==> config.mk <==
export PLATFORM = sky130hd
export DESIGN_NAME = psn_isqrt
export DESIGN_NICKNAME = d
export VERILOG_FILES = /design/src/rtl/core/psn_isqrt.sv
export SDC_FILE = /design/constraint.sdc
export NUM_CORES = 2
export LEC_CHECK = 0
export ABC_AREA = 1
export BUFFER_PORTS_ARGS = -buffer_cell sky130_fd_sc_hd__buf_2
export CAP_MARGIN = 20
export CORE_MARGIN = 2
export CORE_UTILIZATION = 35
export DETAILED_ROUTE_END_ITERATION = 16
export PLACE_DENSITY = 0.6
export SYNTH_ARGS = -nofsm -noshare
export SYNTH_HDL_FRONTEND = slang
export SYNTH_SLANG_ARGS = --single-unit
==> constraint.sdc <==
create_clock -name clk -period 2.9 [get_ports clk]
set_input_delay 0 -clock clk [delete_from_list [all_inputs] [get_ports clk]]
set_output_delay 0 -clock clk [all_outputs]
set_load 0.05 [all_outputs]
==> src/rtl/core/psn_isqrt.sv <==
// Pipelined integer square root, one result bit per stage, with a sideband carried along.
// Depends on psn_pkg only through the widths that the top level passes in.
module psn_isqrt #(
  parameter int RAD_W  = 62,
  parameter int SIDE_W = 1
) (
  input  logic                  clk,
  input  logic                  en,
  input  logic [RAD_W-1:0]      rad,
  input  logic [SIDE_W-1:0]     side_in,
  output logic [RAD_W/2-1:0]    root,
  output logic [SIDE_W-1:0]     side_out
);

  localparam int ROOT_W = RAD_W / 2;
  localparam int REM_W  = ROOT_W + 2;

  logic [REM_W-1:0]  rem_r  [ROOT_W];
  logic [ROOT_W-1:0] root_r [ROOT_W];
  logic [RAD_W-1:0]  rad_r  [ROOT_W];
  logic [SIDE_W-1:0] side_r [ROOT_W];

  for (genvar i = 0; i < ROOT_W; i++) begin : g_stage
    logic [REM_W-1:0]  rem_in;
    logic [ROOT_W-1:0] root_in;
    logic [RAD_W-1:0]  rad_in;
    logic [SIDE_W-1:0] sd;
    logic [REM_W-1:0]  cur;
    logic [REM_W-1:0]  trial;
    logic              ge;

    if (i == 0) begin : g_first
      assign rem_in  = '0;
      assign root_in = '0;
      assign rad_in  = rad;
      assign sd      = side_in;
    end else begin : g_next
      assign rem_in  = rem_r[i-1];
      assign root_in = root_r[i-1];
      assign rad_in  = rad_r[i-1];
      assign sd      = side_r[i-1];
    end

    assign cur   = {rem_in[REM_W-3:0], rad_in[RAD_W-1 -: 2]};
    assign trial = {root_in, 2'b01};
    assign ge    = (cur >= trial);

    always_ff @(posedge clk) begin
      if (en) begin
        rem_r[i]  <= ge ? (cur - trial) : cur;
        root_r[i] <= {root_in[ROOT_W-2:0], ge};
        rad_r[i]  <= rad_in << 2;
        side_r[i] <= sd;
      end
    end
  end

  assign root     = root_r[ROOT_W-1];
  assign side_out = side_r[ROOT_W-1];

endmodule

* Yosys cells after proc, flatten, opt, wreduce, memory -nomap -nowiden *
Memories as Yosys holds them, arrays and structs flattened.
Index checks and enable logic that the tools add are counted.

storage, ports and cells
  register bits after elaboration = 0
  memory bits (writable) = 3875
  input port bits = 65
  word-level logic and storage cells = 99
  memories kept = 4

operators by class
  add/sub/neg operators = 31
  order comparisons = 31
  mux-type cells = 33

memory list
  name    depth  bits a word  read ports  clocked after Yosys merged registers in  wr ports  line  source
  rad_r   31     60           30          0                                        31        20    logic [RAD_W-1:0] rad_r [ROOT_W];
  rem_r   31     33           30          0                                        31        18    logic [REM_W-1:0] rem_r [ROOT_W];
  root_r  31     31           31          0                                        31        19    logic [ROOT_W-1:0] root_r [ROOT_W];
  side_r  31     1            31          0                                        31        21    logic [SIDE_W-1:0] side_r [ROOT_W];

operator list
  operator             count
  $mux 33              31
  $ge 33x33->1         30
  $sub 33x33->33       30
  $sub 2x1->3 const B  1
  $ge 2x1->1 const B   1
  $mux 1               2

* Logic depth before layout (Yosys ltp) *
An unclocked memory read counts as a cell.

  word-level depth = 3
  mapped depth = 17
  mapped depth without buffers = 16

* Worst setup path before layout *
No wires, ideal clock.

  path kind = reg-to-reg
  start = mem rem_r[0][200] in the netlist's numbering
  end = mem rem_r[0][239] in the netlist's numbering (data pin)
  library setup time = 0.258 ns
  arrival = 1.824 ns
  data required time = 2.642 ns
  setup slack = 0.818 ns
  cell stages (with the launch flop) = 9
  path buffers = 1
  clock period less this slack = 2.082 ns
  path through = edfxtp_1 ha_1 a21oi_1 o21ai_0 a21oi_1 nand3_2 nor2_4 buf_2 o21ai_1

RTL lines
  element      line
  from (decl)  18

==> results.txt <==
----------------------------------------------------
[Placed design]
  # placed instances ... 19800
  Place WS ... 0.03560 ns
  HPWL Detailed ... 270800 um
  Final Wtd Congestion ... 0.9480
  I/O Buffers ... 96

[Setup path]
  Worst Path Required ... 3.64 ns
  Startpoint type of the worst setup path ... flop
  Most Frequent Cell on Critical Path ... nand2_1
  Master of the slowest instance on the critical path ... edfxtp_1
  Maximum fanout along the worst path ... 28
  Series of cell instances along the critical path ... inv_1 > ha_1 > nand2_1 > nor2_1 > nand2_1 > nor2_1 > nand2_1 > nand3_1 > nor2_1 > nand2_4 > buf_4 > nand2_1 > nand2_1
  Worst setup EP type ... flop
  Data arrival, critical path ... 3.44 ns
  CP Class ... flop to flop
  Slowest Stage Delay on Critical Path ... 0.47 ns

[Drt]
  Number of DRC markers in iteration 0 ... 7907
  Post-detailed-route count of antenna-violating nets ... 0
  Detail-routed via count per cell ... 4.723
  Post-detailed-routing wire length ... 348000 um
  Total DRC errors in the routed layout ... 0
  First drt pass iteration count ... 7
  Total number of vias ... 96490
  WL per Instance ... 17.04 um

[Die]
  Area of the die ... 371600 um^2
  Core region area ... 365300 um^2
  Cell row count ... 222
  Width of the chip ... 609.6 um
  Die H ... 609.6 um
  Count of pins on the block boundary ... 97
  Starting density of the core ... 35.14%

[Synthesis]
  Cell variety after synth ... 54
  Total of flip-flops plus latches after synthesis ... 2344
  Main area contributors after synthesis ... edfxtp_1, nand2_1, inv_1
  Avg Inst Size Synth ... 8.684 um^2
  Yosys top cell area share ... 54.84%
  Register area share after synthesis ... 54.84%
  Post-synth EDFFs ... 2344
  Synthesized instance count ... 14780
  Top flip-flop cell by instance count after synthesis ... edfxtp_1
  Library cell with the largest summed area after synthesis ... edfxtp_1
  Share of flip-flops with an asynchronous set or reset ... 0%
  Netlist Area Pre-Place ... 128400 um^2
  Warning count from the yosys run ... 0
  Post-synthesis net count ... 15370

[Global routing]
  Initial antenna violation count ... 2
  Met2 Track Usage GR ... 30.27%
  Total grt overflow ... 0
  First-pass GRT wire length ... 536300 um
  Maximum number of pins on one net before global-route repair ... 95
  Fraction of met3 tracks used by global routing ... 2.120%
  M1 GR Usage ... 25.35%
  Vias in the first global route ... 92240
  Global Route Usage Sum ... 18.35%
  Most heavily used metal layer in global routing ... met2

[Outcome]
  Outcome ... completed

[Power]
  Post-route total power ... 105.6 mW
  Part of the total power dissipated in sequential elements ... 42.8%
  Cell-internal power ... 70.95 mW
  LEAKAGE ... 66.95 nW
  Clock group share of total power ... 33.0%
  Comb pwr share ... 24.3%
  PwrDens ... 719.5 nW/um^2
  Net Sw Frac ... 32.82%
  VDD IR-drop max ... 0.0005046 V
  Net switching component of the power ... 34.66 mW

[STA]
  Final Skew ... 0.07151 ns
  Fmax achieved ... 369.8 MHz
  Worst setup slack after layout ... 0.1960 ns
  Worst-case headroom to the max-slew limit ... 48.11%
  Fraction of the cycle the final worst path needs ... 93.24%
  Final period demand of the worst path ... 2.704 ns
  Setup TNS ... 0 ns
  Slew @ Worst Pin ... 0.7702 ns
  Max Slew Vio Count ... 0
  Final number of setup-violating endpoints ... 0
  Unrepaired setup endpoints after global routing ... no
  Number of hold violations in the final report ... 0

[CTS]
  TritonCTS clock tree ... built
  Root Buffer ... clkbuf_16
  Cts bufs inserted ... 277
  CTS Sinks ... 2344
  Clock buffer depth ... 4
  Worst skew pair latency ... 0.91 ns
  Clock edge transition at the registers on the reported setup and hold paths ... 0.06 ns
  Clock H-tree levels ... 5

[Cells and area]
  Proportion of layout cells with a drive suffix above 1 ... 5.784%
  Post-layout nets ... 15990
  Most frequent standard cell in the layout excluding fill and tap cells ... nand2_1
  Post-layout instance count excluding filler cells ... 20430
  Final core utilization ... 40.18%
  Fillcell total ... 36720
  Top library cells by usage in the layout, fill and taps aside ... nand2_1, inv_1, edfxtp_1
  Area growth from synthesis to layout ... 14.36%

[Run]
  Number of max-cap violations ... 0

[Hold path]
  Type of the most critical hold path ... input pin to flop

----------------------------------------------------
cell usage after synthesis, types with 2 or more instances:
master and n:
nand2_1 5078, inv_1 2560, edfxtp_1 2344, nor2_1 1166, nand3_1 950, a21oi_1 545, ha_1 528, xor2_1 280
o21ai_0 252, nand4_1 206, nor3_1 193, nand3b_1 106, buf_2 75, xnor2_1 75, and2_1 59, or2_2 52
o21bai_1 38, buf_4 30, and3_1 24, buf_6 24, o21ai_1 21, nor4_1 19, nor2_2 18, nand2_2 16
inv_2 15, nor2_4 13, a21o_1 10, nand3_2 10, nor3b_1 10, nor3_2 6, o21a_1 6, clkbuf_1 5
nand2_4 4, o211ai_1 4, o21ai_2 4, a21boi_0 3, a21oi_2 3, a31oi_1 3, clkbuf_2 3, nand2b_1 3
nand3_4 3, clkinv_1 2, nor3b_2 2, or2_0 2
layer usage:
metal	vias to the layer above	part of all wire, %	wire [um]
li1	49020	-	-
met1	44640	46	160000
met2	2323	46	160400
met3	503	5.0	17520
met4	2	2.9	10060
met5	-	0.0037	13
state kept, by name, summed over array words and instances (netlist names):
name	count
side_r	31
root_r	496
rad_r	930
rem_r	887
final timing paths:
| kind | startpoint | to | slack [ns] | depth (start not counted) |
|---|---|---|---|---|
| min reg2reg | rad_r[1][50]$_DFFE_PP_ | rad_r[1][112]$_DFFE_PP_ | 0.38 | 0 |
| min | en | rad_r[0][533]$_DFFE_PP_ | 0.32 | 2 |
| max reg2reg | root_r[1][343]$_DFFE_PP_ | rem_r[1][398]$_DFFE_PP_ | 0.20 | 13 |
| max | root_r[1][343]$_DFFE_PP_ | rem_r[1][398]$_DFFE_PP_ | 0.20 | 13 |
kinds of logic after synthesis:
| kind of cell | count (synthesis) | synth area share [%] |
|---|---|---|
| and+or+nand+nor | 7945 | 25.71 |
| buffers and inverters | 2715 | 8.246 |
| DFF | 2344 | 54.84 |
| AOI/OAI and AO/OA | 892 | 3.629 |
| adders and majority gates | 528 | 5.147 |
| xor gates and xnor gates | 355 | 2.422 |
| other | 1 | 0.002922 |
final cells by class:
class                           instances  area [um^2]  area share, %
Inverter                             2578         9679          6.594
Sequential cell                      2344        70390          47.95
Antenna cell                            2        5.005       0.003410
Clock inverter                        167         1893          1.290
Clock buffer                          326         7158          4.877
Multi-Input combinational cell       9721        47390          32.29
Tap cell                             4816         6026          4.105
Timing Repair Buffer                  475         4239          2.888
repair_timing:
item	4_1_cts	5_1_grt
hold buffers	129	0
setup buffers	0	7
endpoints found under the hold margin	1082	0
resized for setup	0	1
endpoints found under the setup margin	0	27
power groups by stage:
stage / combinational (mW) / sequential, mW / clock [mW]
floorplan: 17.6 / 44.4 / 0
global placement: 25.2 / 45.9 / 0
detailed placement: 25.2 / 45.9 / 0
CTS: 25.5 / 45.2 / 36.1
global route: 29.1 / 45.5 / 37.2
finish: 25.6 / 45.2 / 34.8
through the flow:
| stage | hold WS, ns | instance area [um^2] |
|---|---|---|
| after floorplan | 0.09887 | 128400 |
| after global placement | 0.1771 | 136400 |
| after global routing | 0.2739 | 146800 |
| after CTS | 0.2345 | 146700 |
| after detailed placement | 0.1781 | 136400 |
| final | 0.3245 | 146800 |
critical path: cells and delay by family (launching register included):
kind | cells | cell delay (ns)
flops | 1 | 0.47
buf+inv | 2 | 0.44
fa+ha+maj | 1 | 0.35
simple gates | 10 | 1.28
Power figures use the tool's default switching activity.
